<file path="config.mk">
export PLATFORM = sky130hd
export DESIGN_NAME = index_word_qualifier
export DESIGN_NICKNAME = d
export VERILOG_FILES = /design/src/hw/rtl/iwq_pkg.sv /design/src/hw/rtl/index_word_qualifier.sv /design/src/hw/rtl/iwq_cfg_regs.sv /design/src/hw/rtl/iwq_char_class.sv /design/src/hw/rtl/iwq_tracker.sv
export SDC_FILE = /design/constraint.sdc
export NUM_CORES = 1
export LEC_CHECK = 0
export BUFFER_PORTS_ARGS = -buffer_cell sky130_fd_sc_hd__buf_2
export CAP_MARGIN = 20
export CORE_MARGIN = 8
export CORE_UTILIZATION = 60
export DETAILED_ROUTE_END_ITERATION = 10
export PLACE_DENSITY = 0.77
export SLEW_MARGIN = 5
export SYNTH_ARGS = -nofsm -noshare
export SYNTH_HDL_FRONTEND = slang
export SYNTH_HIERARCHICAL = 1
export SYNTH_SLANG_ARGS = --single-unit
</file>
<file path="constraint.sdc">
create_clock -name clk -period 11.7 [get_ports clk]
set_input_delay 0.585 -clock clk [delete_from_list [all_inputs] [get_ports clk]]
set_output_delay 0.585 -clock clk [all_outputs]
set_load 0.05 [all_outputs]
</file>
<file path="src/hw/rtl/iwq_pkg.sv">
// ----------------------------------------------------------------------------
// iwq_pkg
// Shared types, register indexes and helpers of the index word qualifier.
// ----------------------------------------------------------------------------
package iwq_pkg;

	localparam int unsigned CHAR_W  = 8;
	localparam int unsigned CNT_W   = 9;
	localparam int unsigned LIMIT_W = 8;
	localparam int unsigned VOWEL_W = 26;
	localparam int unsigned MODE_W  = 3;
	localparam int unsigned INDEX_W = 8;
	localparam int unsigned DATA_W  = 26;

	localparam logic [INDEX_W-1:0] REG_MIN_LENGTH        = 8'd0;
	localparam logic [INDEX_W-1:0] REG_MAX_LENGTH        = 8'd1;
	localparam logic [INDEX_W-1:0] REG_MAX_SAME_REPEAT   = 8'd2;
	localparam logic [INDEX_W-1:0] REG_MAX_DIGIT_RUN     = 8'd3;
	localparam logic [INDEX_W-1:0] REG_MAX_VOWEL_RUN     = 8'd4;
	localparam logic [INDEX_W-1:0] REG_MAX_CONSONANT_RUN = 8'd5;
	localparam logic [INDEX_W-1:0] REG_VOWEL_LETTERS     = 8'd6;
	localparam logic [INDEX_W-1:0] REG_REJECT_MODES      = 8'd7;

	localparam logic [LIMIT_W-1:0] RST_MIN_LENGTH        = 8'd1;
	localparam logic [LIMIT_W-1:0] RST_MAX_LENGTH        = 8'd40;
	localparam logic [LIMIT_W-1:0] RST_MAX_SAME_REPEAT   = 8'd100;
	localparam logic [LIMIT_W-1:0] RST_MAX_DIGIT_RUN     = 8'd100;
	localparam logic [LIMIT_W-1:0] RST_MAX_VOWEL_RUN     = 8'd10;
	localparam logic [LIMIT_W-1:0] RST_MAX_CONSONANT_RUN = 8'd10;
	localparam logic [VOWEL_W-1:0] RST_VOWEL_LETTERS     = 26'h0104111;
	localparam logic [MODE_W-1:0]  RST_REJECT_MODES      = 3'd0;

	localparam int unsigned MODE_ALL_VOWEL     = 0;
	localparam int unsigned MODE_ALL_CONSONANT = 1;
	localparam int unsigned MODE_ALL_DIGIT     = 2;

	typedef struct packed {
		logic [LIMIT_W-1:0] min_length;
		logic [LIMIT_W-1:0] max_length;
		logic [LIMIT_W-1:0] max_same_repeat;
		logic [LIMIT_W-1:0] max_digit_run;
		logic [LIMIT_W-1:0] max_vowel_run;
		logic [LIMIT_W-1:0] max_consonant_run;
		logic [VOWEL_W-1:0] vowel_letters;
		logic [MODE_W-1:0]  reject_modes;
	} cfg_t;

	typedef struct packed {
		logic is_digit;
		logic is_vowel;
		logic is_consonant;
	} char_class_t;

	typedef struct packed {
		logic step;
		logic word_end;
		logic is_stopword;
	} step_t;

	// Counters stop at 256, the only reachable value with the top bit set.
	function automatic logic [CNT_W-1:0] sat_inc(input logic [CNT_W-1:0] v);
		sat_inc = v[CNT_W-1] ? v : v + {{(CNT_W-1){1'b0}}, 1'b1};
	endfunction

endpackage

</file>
<file path="src/hw/rtl/index_word_qualifier.sv">
// ----------------------------------------------------------------------------
// index_word_qualifier
// Qualifies words for indexing from a byte stream with terminator items.
// ----------------------------------------------------------------------------
// The block takes one item per cycle (a byte of the word, or a terminator
// that carries the stopword verdict) unless a terminator is held back as
// below. Each transfer lands in an input register and the word counters
// update from it as it leaves that register. A terminator loads the accept
// flag into the result register as it leaves, and the result is offered
// from that register. While a result waits to be taken,
// byte items still flow; a second terminator waits in the input register
// until the result register frees, which is the only case of back pressure.
module index_word_qualifier (
	input  logic                         clk,
	input  logic                         arst_n,
	input  logic                         cfg_wr_en,
	input  logic [iwq_pkg::INDEX_W-1:0]  cfg_index,
	input  logic [iwq_pkg::DATA_W-1:0]   cfg_wdata,
	input  logic                         in_valid,
	output logic                         in_ready,
	input  logic [iwq_pkg::CHAR_W-1:0]   char_code,
	input  logic                         word_end,
	input  logic                         is_stopword,
	output logic                         out_valid,
	input  logic                         out_ready,
	output logic                         accept
);

	iwq_pkg::cfg_t        cfg;
	iwq_pkg::char_class_t char_class;
	iwq_pkg::step_t       step;

	logic                       valid_s1;
	logic [iwq_pkg::CHAR_W-1:0] char_code_s1;
	logic                       word_end_s1;
	logic                       is_stopword_s1;
	logic                       advance;
	logic                       verdict;
	logic                       out_valid_q;
	logic                       accept_q;

	assign advance  = valid_s1 && (!word_end_s1 || !out_valid_q || out_ready);
	assign in_ready = !valid_s1 || advance;

	always_ff @(posedge clk or negedge arst_n) begin
		if (!arst_n) begin
			valid_s1 <= 1'b0;
		end else if (in_valid && in_ready) begin
			valid_s1 <= 1'b1;
		end else if (advance) begin
			valid_s1 <= 1'b0;
		end
	end

	always_ff @(posedge clk) begin
		if (in_valid && in_ready) begin
			char_code_s1   <= char_code;
			word_end_s1    <= word_end;
			is_stopword_s1 <= is_stopword;
		end
	end

	iwq_cfg_regs u_cfg_regs (
		.clk       (clk),
		.arst_n    (arst_n),
		.cfg_wr_en (cfg_wr_en),
		.cfg_index (cfg_index),
		.cfg_wdata (cfg_wdata),
		.cfg       (cfg)
	);

	iwq_char_class u_char_class (
		.char_code     (char_code_s1),
		.vowel_letters (cfg.vowel_letters),
		.char_class    (char_class)
	);

	always_comb begin
		step.step        = advance;
		step.word_end    = word_end_s1;
		step.is_stopword = is_stopword_s1;
	end

	iwq_tracker u_tracker (
		.clk        (clk),
		.arst_n     (arst_n),
		.step       (step),
		.char_code  (char_code_s1),
		.char_class (char_class),
		.cfg        (cfg),
		.accept     (verdict)
	);

	always_ff @(posedge clk or negedge arst_n) begin
		if (!arst_n) begin
			out_valid_q <= 1'b0;
		end else if (advance && word_end_s1) begin
			out_valid_q <= 1'b1;
		end else if (out_ready) begin
			out_valid_q <= 1'b0;
		end
	end

	always_ff @(posedge clk) begin
		if (advance && word_end_s1) begin
			accept_q <= verdict;
		end
	end

	assign out_valid = out_valid_q;
	assign accept    = accept_q;

`ifndef ASSERT_OFF
	a_result_from_terminator: assert property (@(posedge clk) disable iff (!arst_n)
		$rose(out_valid_q) |-> $past(valid_s1 && word_end_s1 && advance))
		else $error("result appeared without a terminator transfer");

	a_terminator_loads_result: assert property (@(posedge clk) disable iff (!arst_n)
		(valid_s1 && word_end_s1 && advance) |=> out_valid_q)
		else $error("terminator left the input stage without a result");

	a_stalled_item_held: assert property (@(posedge clk) disable iff (!arst_n)
		(valid_s1 && !advance) |=> (valid_s1 && $stable(word_end_s1)))
		else $error("stalled input item was lost");

	a_stall_only_on_terminator: assert property (@(posedge clk) disable iff (!arst_n)
		(valid_s1 && !word_end_s1) |-> advance)
		else $error("byte item stalled in the input stage");
`endif

endmodule

</file>
<file path="src/hw/rtl/iwq_cfg_regs.sv">
// ----------------------------------------------------------------------------
// iwq_cfg_regs
// Configuration register file written through the plain write port.
// ----------------------------------------------------------------------------
module iwq_cfg_regs (
	input  logic                         clk,
	input  logic                         arst_n,
	input  logic                         cfg_wr_en,
	input  logic [iwq_pkg::INDEX_W-1:0]  cfg_index,
	input  logic [iwq_pkg::DATA_W-1:0]   cfg_wdata,
	output iwq_pkg::cfg_t                cfg
);

	iwq_pkg::cfg_t cfg_q;

	always_ff @(posedge clk or negedge arst_n) begin
		if (!arst_n) begin
			cfg_q.min_length        <= iwq_pkg::RST_MIN_LENGTH;
			cfg_q.max_length        <= iwq_pkg::RST_MAX_LENGTH;
			cfg_q.max_same_repeat   <= iwq_pkg::RST_MAX_SAME_REPEAT;
			cfg_q.max_digit_run     <= iwq_pkg::RST_MAX_DIGIT_RUN;
			cfg_q.max_vowel_run     <= iwq_pkg::RST_MAX_VOWEL_RUN;
			cfg_q.max_consonant_run <= iwq_pkg::RST_MAX_CONSONANT_RUN;
			cfg_q.vowel_letters     <= iwq_pkg::RST_VOWEL_LETTERS;
			cfg_q.reject_modes      <= iwq_pkg::RST_REJECT_MODES;
		end else if (cfg_wr_en) begin
			unique case (cfg_index)
				iwq_pkg::REG_MIN_LENGTH: begin
					cfg_q.min_length <= cfg_wdata[iwq_pkg::LIMIT_W-1:0];
				end
				iwq_pkg::REG_MAX_LENGTH: begin
					cfg_q.max_length <= cfg_wdata[iwq_pkg::LIMIT_W-1:0];
				end
				iwq_pkg::REG_MAX_SAME_REPEAT: begin
					cfg_q.max_same_repeat <= cfg_wdata[iwq_pkg::LIMIT_W-1:0];
				end
				iwq_pkg::REG_MAX_DIGIT_RUN: begin
					cfg_q.max_digit_run <= cfg_wdata[iwq_pkg::LIMIT_W-1:0];
				end
				iwq_pkg::REG_MAX_VOWEL_RUN: begin
					cfg_q.max_vowel_run <= cfg_wdata[iwq_pkg::LIMIT_W-1:0];
				end
				iwq_pkg::REG_MAX_CONSONANT_RUN: begin
					cfg_q.max_consonant_run <= cfg_wdata[iwq_pkg::LIMIT_W-1:0];
				end
				iwq_pkg::REG_VOWEL_LETTERS: begin
					cfg_q.vowel_letters <= cfg_wdata[iwq_pkg::VOWEL_W-1:0];
				end
				iwq_pkg::REG_REJECT_MODES: begin
					cfg_q.reject_modes <= cfg_wdata[iwq_pkg::MODE_W-1:0];
				end
				default: begin
				end
			endcase
		end
	end

	assign cfg = cfg_q;

endmodule

</file>
<file path="src/hw/rtl/iwq_char_class.sv">
// ----------------------------------------------------------------------------
// iwq_char_class
// Sorts one byte into digit, vowel, consonant or punctuation; every other byte, letter or not, counts as a consonant.
// ----------------------------------------------------------------------------
module iwq_char_class (
	input  logic [iwq_pkg::CHAR_W-1:0]  char_code,
	input  logic [iwq_pkg::VOWEL_W-1:0] vowel_letters,
	output iwq_pkg::char_class_t        char_class
);

	logic       is_lower;
	logic       is_upper;
	logic [4:0] letter_idx;
	logic [7:0] letter_off;
	logic       is_punct;
	logic       is_digit;
	logic       is_vowel;

	always_comb begin
		is_lower   = (char_code >= 8'd97) && (char_code <= 8'd122);
		is_upper   = (char_code >= 8'd65) && (char_code <= 8'd90);
		letter_off = is_lower ? (char_code - 8'd97) : (char_code - 8'd65);
		letter_idx = letter_off[4:0];
		is_digit   = (char_code >= 8'd48) && (char_code <= 8'd57);
		is_vowel   = (is_lower || is_upper) && vowel_letters[letter_idx];
		is_punct   = ((char_code >= 8'd33) && (char_code <= 8'd47)) ||
		             ((char_code >= 8'd58) && (char_code <= 8'd64)) ||
		             ((char_code >= 8'd91) && (char_code <= 8'd96)) ||
		             ((char_code >= 8'd123) && (char_code <= 8'd126));
		char_class.is_digit     = is_digit;
		char_class.is_vowel     = is_vowel;
		char_class.is_consonant = !is_digit && !is_vowel && !is_punct;
	end

endmodule

</file>
<file path="src/hw/rtl/iwq_tracker.sv">
// ----------------------------------------------------------------------------
// iwq_tracker
// Per-word counters, sticky reject and the verdict at the terminator.
// ----------------------------------------------------------------------------
module iwq_tracker (
	input  logic                        clk,
	input  logic                        arst_n,
	input  iwq_pkg::step_t              step,
	input  logic [iwq_pkg::CHAR_W-1:0]  char_code,
	input  iwq_pkg::char_class_t        char_class,
	input  iwq_pkg::cfg_t               cfg,
	output logic                        accept
);

	logic [iwq_pkg::CNT_W-1:0]  word_length_q;
	logic [iwq_pkg::CHAR_W-1:0] previous_char_q;
	logic [iwq_pkg::CNT_W-1:0]  same_count_q;
	logic [iwq_pkg::CNT_W-1:0]  digit_run_q;
	logic [iwq_pkg::CNT_W-1:0]  vowel_run_q;
	logic [iwq_pkg::CNT_W-1:0]  consonant_run_q;
	logic                       seen_digit_q;
	logic                       seen_vowel_q;
	logic                       seen_consonant_q;
	logic                       rejected_q;

	logic [iwq_pkg::CNT_W-1:0]  same_nx;
	logic [iwq_pkg::CNT_W-1:0]  digit_nx;
	logic [iwq_pkg::CNT_W-1:0]  vowel_nx;
	logic [iwq_pkg::CNT_W-1:0]  consonant_nx;
	logic                       over_limit;

	always_comb begin
		same_nx      = '0;
		digit_nx     = digit_run_q;
		vowel_nx     = vowel_run_q;
		consonant_nx = consonant_run_q;
		if ((word_length_q != '0) && (char_code == previous_char_q)) begin
			same_nx = iwq_pkg::sat_inc(same_count_q);
		end
		priority if (char_class.is_digit) begin
			digit_nx     = iwq_pkg::sat_inc(digit_run_q);
			vowel_nx     = '0;
			consonant_nx = '0;
		end else if (char_class.is_vowel) begin
			vowel_nx     = iwq_pkg::sat_inc(vowel_run_q);
			digit_nx     = '0;
			consonant_nx = '0;
		end else if (char_class.is_consonant) begin
			consonant_nx = iwq_pkg::sat_inc(consonant_run_q);
			digit_nx     = '0;
			vowel_nx     = '0;
		end else begin
		end
		over_limit = (same_nx > {1'b0, cfg.max_same_repeat}) ||
		             (char_class.is_digit && (digit_nx > {1'b0, cfg.max_digit_run})) ||
		             (char_class.is_vowel && (vowel_nx > {1'b0, cfg.max_vowel_run})) ||
		             (char_class.is_consonant &&
		              (consonant_nx > {1'b0, cfg.max_consonant_run}));
	end

	always_ff @(posedge clk or negedge arst_n) begin
		if (!arst_n) begin
			word_length_q    <= '0;
			previous_char_q  <= '0;
			same_count_q     <= '0;
			digit_run_q      <= '0;
			vowel_run_q      <= '0;
			consonant_run_q  <= '0;
			seen_digit_q     <= 1'b0;
			seen_vowel_q     <= 1'b0;
			seen_consonant_q <= 1'b0;
			rejected_q       <= 1'b0;
		end else if (step.step && step.word_end) begin
			word_length_q    <= '0;
			previous_char_q  <= '0;
			same_count_q     <= '0;
			digit_run_q      <= '0;
			vowel_run_q      <= '0;
			consonant_run_q  <= '0;
			seen_digit_q     <= 1'b0;
			seen_vowel_q     <= 1'b0;
			seen_consonant_q <= 1'b0;
			rejected_q       <= 1'b0;
		end else if (step.step) begin
			word_length_q    <= iwq_pkg::sat_inc(word_length_q);
			previous_char_q  <= char_code;
			same_count_q     <= same_nx;
			digit_run_q      <= digit_nx;
			vowel_run_q      <= vowel_nx;
			consonant_run_q  <= consonant_nx;
			seen_digit_q     <= seen_digit_q | char_class.is_digit;
			seen_vowel_q     <= seen_vowel_q | char_class.is_vowel;
			seen_consonant_q <= seen_consonant_q | char_class.is_consonant;
			rejected_q       <= rejected_q | over_limit;
		end
	end

	always_comb begin
		accept = (word_length_q != '0) && !step.is_stopword && !rejected_q &&
		         !(word_length_q < {1'b0, cfg.min_length}) &&
		         !(word_length_q > {1'b0, cfg.max_length}) &&
		         !(cfg.reject_modes[iwq_pkg::MODE_ALL_VOWEL] &&
		           seen_vowel_q && !seen_consonant_q) &&
		         !(cfg.reject_modes[iwq_pkg::MODE_ALL_CONSONANT] &&
		           seen_consonant_q && !seen_vowel_q) &&
		         !(cfg.reject_modes[iwq_pkg::MODE_ALL_DIGIT] &&
		           seen_digit_q && !seen_vowel_q && !seen_consonant_q);
	end

endmodule

</file>
==> results.py <==
metrics = {
    "status": {
        "status": "finished, final reports clean",
    },
    "power": {
        "ir_worst_vdd_mv": 0.1402,
        "p_per_area_nw_per_um2": 136.3,
        "total_leakage_power_nw": 4.414,
    },
    "floorplanning": {
        "fp.dieH_um": 136.3,
        "initial_core_util_pct": 60.68,
        "num_io_pins": 52,
        "row_count": 44,
        "core_um2": 14310,
        "die_w_um": 136.3,
        "die_area_um2": 18580,
    },
    "cts": {
        "cts.clk_slew.worst_paths_ns": 0.07,
        "cts_tree": "yes",
        "cts_max_level": 4,
        "ctsResizeCount": 0,
        "hold_buffers": 0,
        "cts.path.max_buffers": 2,
        "clock_sinks": 147,
        "post-cts-setup-buffers": 0,
        "clkLatencyLatePin_ns": 0.43,
        "cts_root_buf": "clkbuf_16",
        "numCtsBuffers": 17,
    },
    "detailed_routing": {
        "ant_nets": 0,
        "drt_iter0_drc": 562,
        "drt-wirelength-per-cell_um": 19.76,
        "routed_wirelength_um": 20370,
        "dr_total_vias": 6466,
        "drt_drc_violations_left": 0,
        "via_per_inst": 6.272,
        "firstDrtPassIters": 5,
    },
    "timing": {
        "clock_skew_ns": 0.01079,
        "timing.final.hold_violations": 0,
        "slew_viol_final": 0,
        "post-route-period-util_pct": 46.56,
        "worstMarginPinSlew_ns": 0.7455,
        "maxSlewHeadroom_pct": 50.30,
        "tns_ns": 0,
        "hold_ws_ns": 0.2183,
        "setup_viol": 0,
        "rsz0062_at_grt": "no",
        "period_minus_slack_ns": 5.448,
        "fmax_mhz": 183.6,
    },
    "final_layout": {
        "fin_util_pct": 67.69,
        "area_growth_pct": 11.55,
        "final_nets": 940,
        "drive_above_1_share_pct": 25.50,
        "layout_common_cells": "dfrtp_1 (118), inv_1 (63), mux2_2 (60), ha_1 (57), buf_2 (50)",
        "num_antenna_cells": 0,
        "fillCellCount": 1110,
        "layout_commonest_cell": "dfrtp_1",
    },
    "place": {
        "io_buffer_count": 51,
        "dp_hpwl_um": 14050,
        "finalWeightedCongestion": 0.9030,
    },
    "min_path": {
        "min_path_type": "in2async",
    },
    "critical_path": {
        "path_max_fanout": 15,
        "arrival_ns": 5.75,
        "cp-end-kind": "flip-flop",
        "critPathLaunchType": "flip-flop",
        "r2r-end": "u_tracker/rejected_q",
        "rr_startpoint": "char_code_s1[0]",
        "path_class": "reg2reg",
        "r2r_slack_ns": 6.25,
        "worst-endpoint-required_ns": 12.00,
        "r2r_cells": 17,
    },
    "logic_synthesis": {
        "synth_nets": 896,
        "yosysTopAreaCell": "dfrtp_1",
        "synth_edf_count": 11,
        "synth_cell_types": 84,
        "synth_ff_type": "dfrtp_1",
        "avgSynthCellArea_um2": 10.99,
        "ys_top_cells_by_area": "dfrtp_1 (34%), ha_1 (8.2%), mux2_2 (7.8%)",
        "seq_area_frac_synth_pct": 43.24,
        "synth-async-reset-ratio_pct": 92.52,
        "synth.top_cell.area_share_pct": 34.00,
        "syn_area_um2": 8686,
        "netlist_instances": 790,
        "yosysWarnings": 6,
        "ys_ff_latch": 147,
    },
    "global_route": {
        "met2_usage_pct": 37.48,
        "antenna_found_initial": 0,
        "met3_usage_pct": 5.137,
        "grt_max_degree": 84,
        "gr-total-overflow": 0,
        "met1_usage_pct": 29.71,
        "grt_pass1_vias": 6556,
        "grt_first_pass_wirelength_um": 33420,
        "track_usage_pct": 23.01,
        "busiest_layer": "met2",
    },
    "flow_run": {
        "drv_cap": 0,
    },
}
routing by layer:
metal,vias up,share of wire [%],routed length [µm]
met5,-,0,0
met4,0,2.1,435
met3,37,5.3,1080
met2,198,49,9956
met1,3231,44,8900
li1,3000,-,-
synthesized netlist by cell type, drive strengths merged, types with 3 or more instances:
library cell / n
a21oi: 33
mux2i: 4
a211o: 3
mux2: 80
mux4: 6
and2: 3
a41oi: 4
o21a: 5
a22o: 24
o31ai: 3
xnor2: 13
ha: 57
nand3: 23
xor2: 12
nand2b: 10
o32ai: 8
a211oi: 5
and3: 8
nor3b: 7
o211ai: 7
nand4: 20
a22oi: 3
nand2: 35
a21o: 6
o221ai: 4
o21ai: 30
nand3b: 3
nor2b: 16
buf: 11
inv: 63
nor2: 40
nor4: 8
or2: 11
a31oi: 3
dfrtp: 118
clkbuf: 22
nor3: 13
o2bb2ai: 11
o22ai: 5
edfxtp: 11
dfstp: 18
state kept, by name (all words and copies together), names as in the netlist:
register,count
u_tracker/digit_run_q,9
valid_s1,1
u_tracker/previous_char_q,8
u_tracker/seen_vowel_q,1
out_valid,1
u_tracker/seen_digit_q,1
u_tracker/rejected_q,1
char_code_s1,8
is_stopword_s1,1
u_tracker/consonant_run_q,9
u_tracker/vowel_run_q,9
u_tracker/same_count_q,9
u_cfg_regs/cfg,77
u_tracker/seen_consonant_q,1
word_end_s1,1
u_tracker/word_length_q,9
accept,1
layout make-up:
class,instances,area (µm²),share of cell area [%]
Inverter,63,236.5,2.441
Multi-Input combinational cell,547,4536,46.81
Clock inverter,14,171.4,1.769
Clock buffer,18,429.2,4.429
Sequential cell,147,3756,38.77
Timing Repair Buffer,58,330.3,3.409
Tap cell,184,230.2,2.376
where the power goes:
part	switching (mW)	internal, mW	total (mW)	leakage (nW)
clock network	0.231	0.321	0.552	0.285
logic	0.110	0.0839	0.194	2.22
registers	0.0311	0.543	0.575	1.91
total	0.372	0.949	1.32	4.41
through the flow:
step / cell area (µm²) / instances / setup slack (ns) / power (mW)
2_1_floorplan: 8686 / 790 / 7.013 / 0.7039
3_3_place_gp: 9061 / 998 / 6.511 / 0.7606
3_5_place_dp: 9061 / 998 / 6.324 / 0.7713
4_1_cts: 9662 / 1030 / 6.269 / 1.328
5_1_grt: 9689 / 1031 / 5.803 / 1.377
6_report: 9689 / 1031 / 6.252 / 1.321
worst max-delay path, stage by stage, from the launching register on:
cell	delay, ns
edfxtp_1	0.77
inv_1	0.20
ha_1	0.49
mux4_1	0.35
nor4bb_1	0.37
nor4_2	0.09
and4_4	0.21
nor3_1	0.16
buf_4	0.19
nor2b_1	0.41
nand4_1	0.28
or3_1	0.40
a21oi_1	0.20
ha_1	0.27
and3_1	0.19
a221oi_1	0.24
o21ai_0	0.11
a311o_1	0.37
worst max-delay path by stage:
stage,startpoint,endpoint,slack [ns],depth (start not counted)
finish,char_code_s1[0],u_tracker/rejected_q,6.25,17
global route,char_code_s1[0],u_tracker/rejected_q,5.80,17
CTS,char_code_s1[0],u_tracker/rejected_q,6.27,17
detailed placement,char_code_s1[0],u_tracker/rejected_q,6.32,17
global placement,char_code_s1[0],u_tracker/rejected_q,6.51,17
floorplan,char_code_s1[0],u_tracker/rejected_q,7.01,19
cell families after synthesis:
kind of cell	after synthesis	share of synthesized area (%)
buf+inv	96	4.653
mux	90	13.47
simple gates	209	14.38
flops	147	43.24
xor+xnor	25	2.521
fa+ha+maj	57	8.211
compound gates	166	13.53
Power figures use the tool's default switching activity.
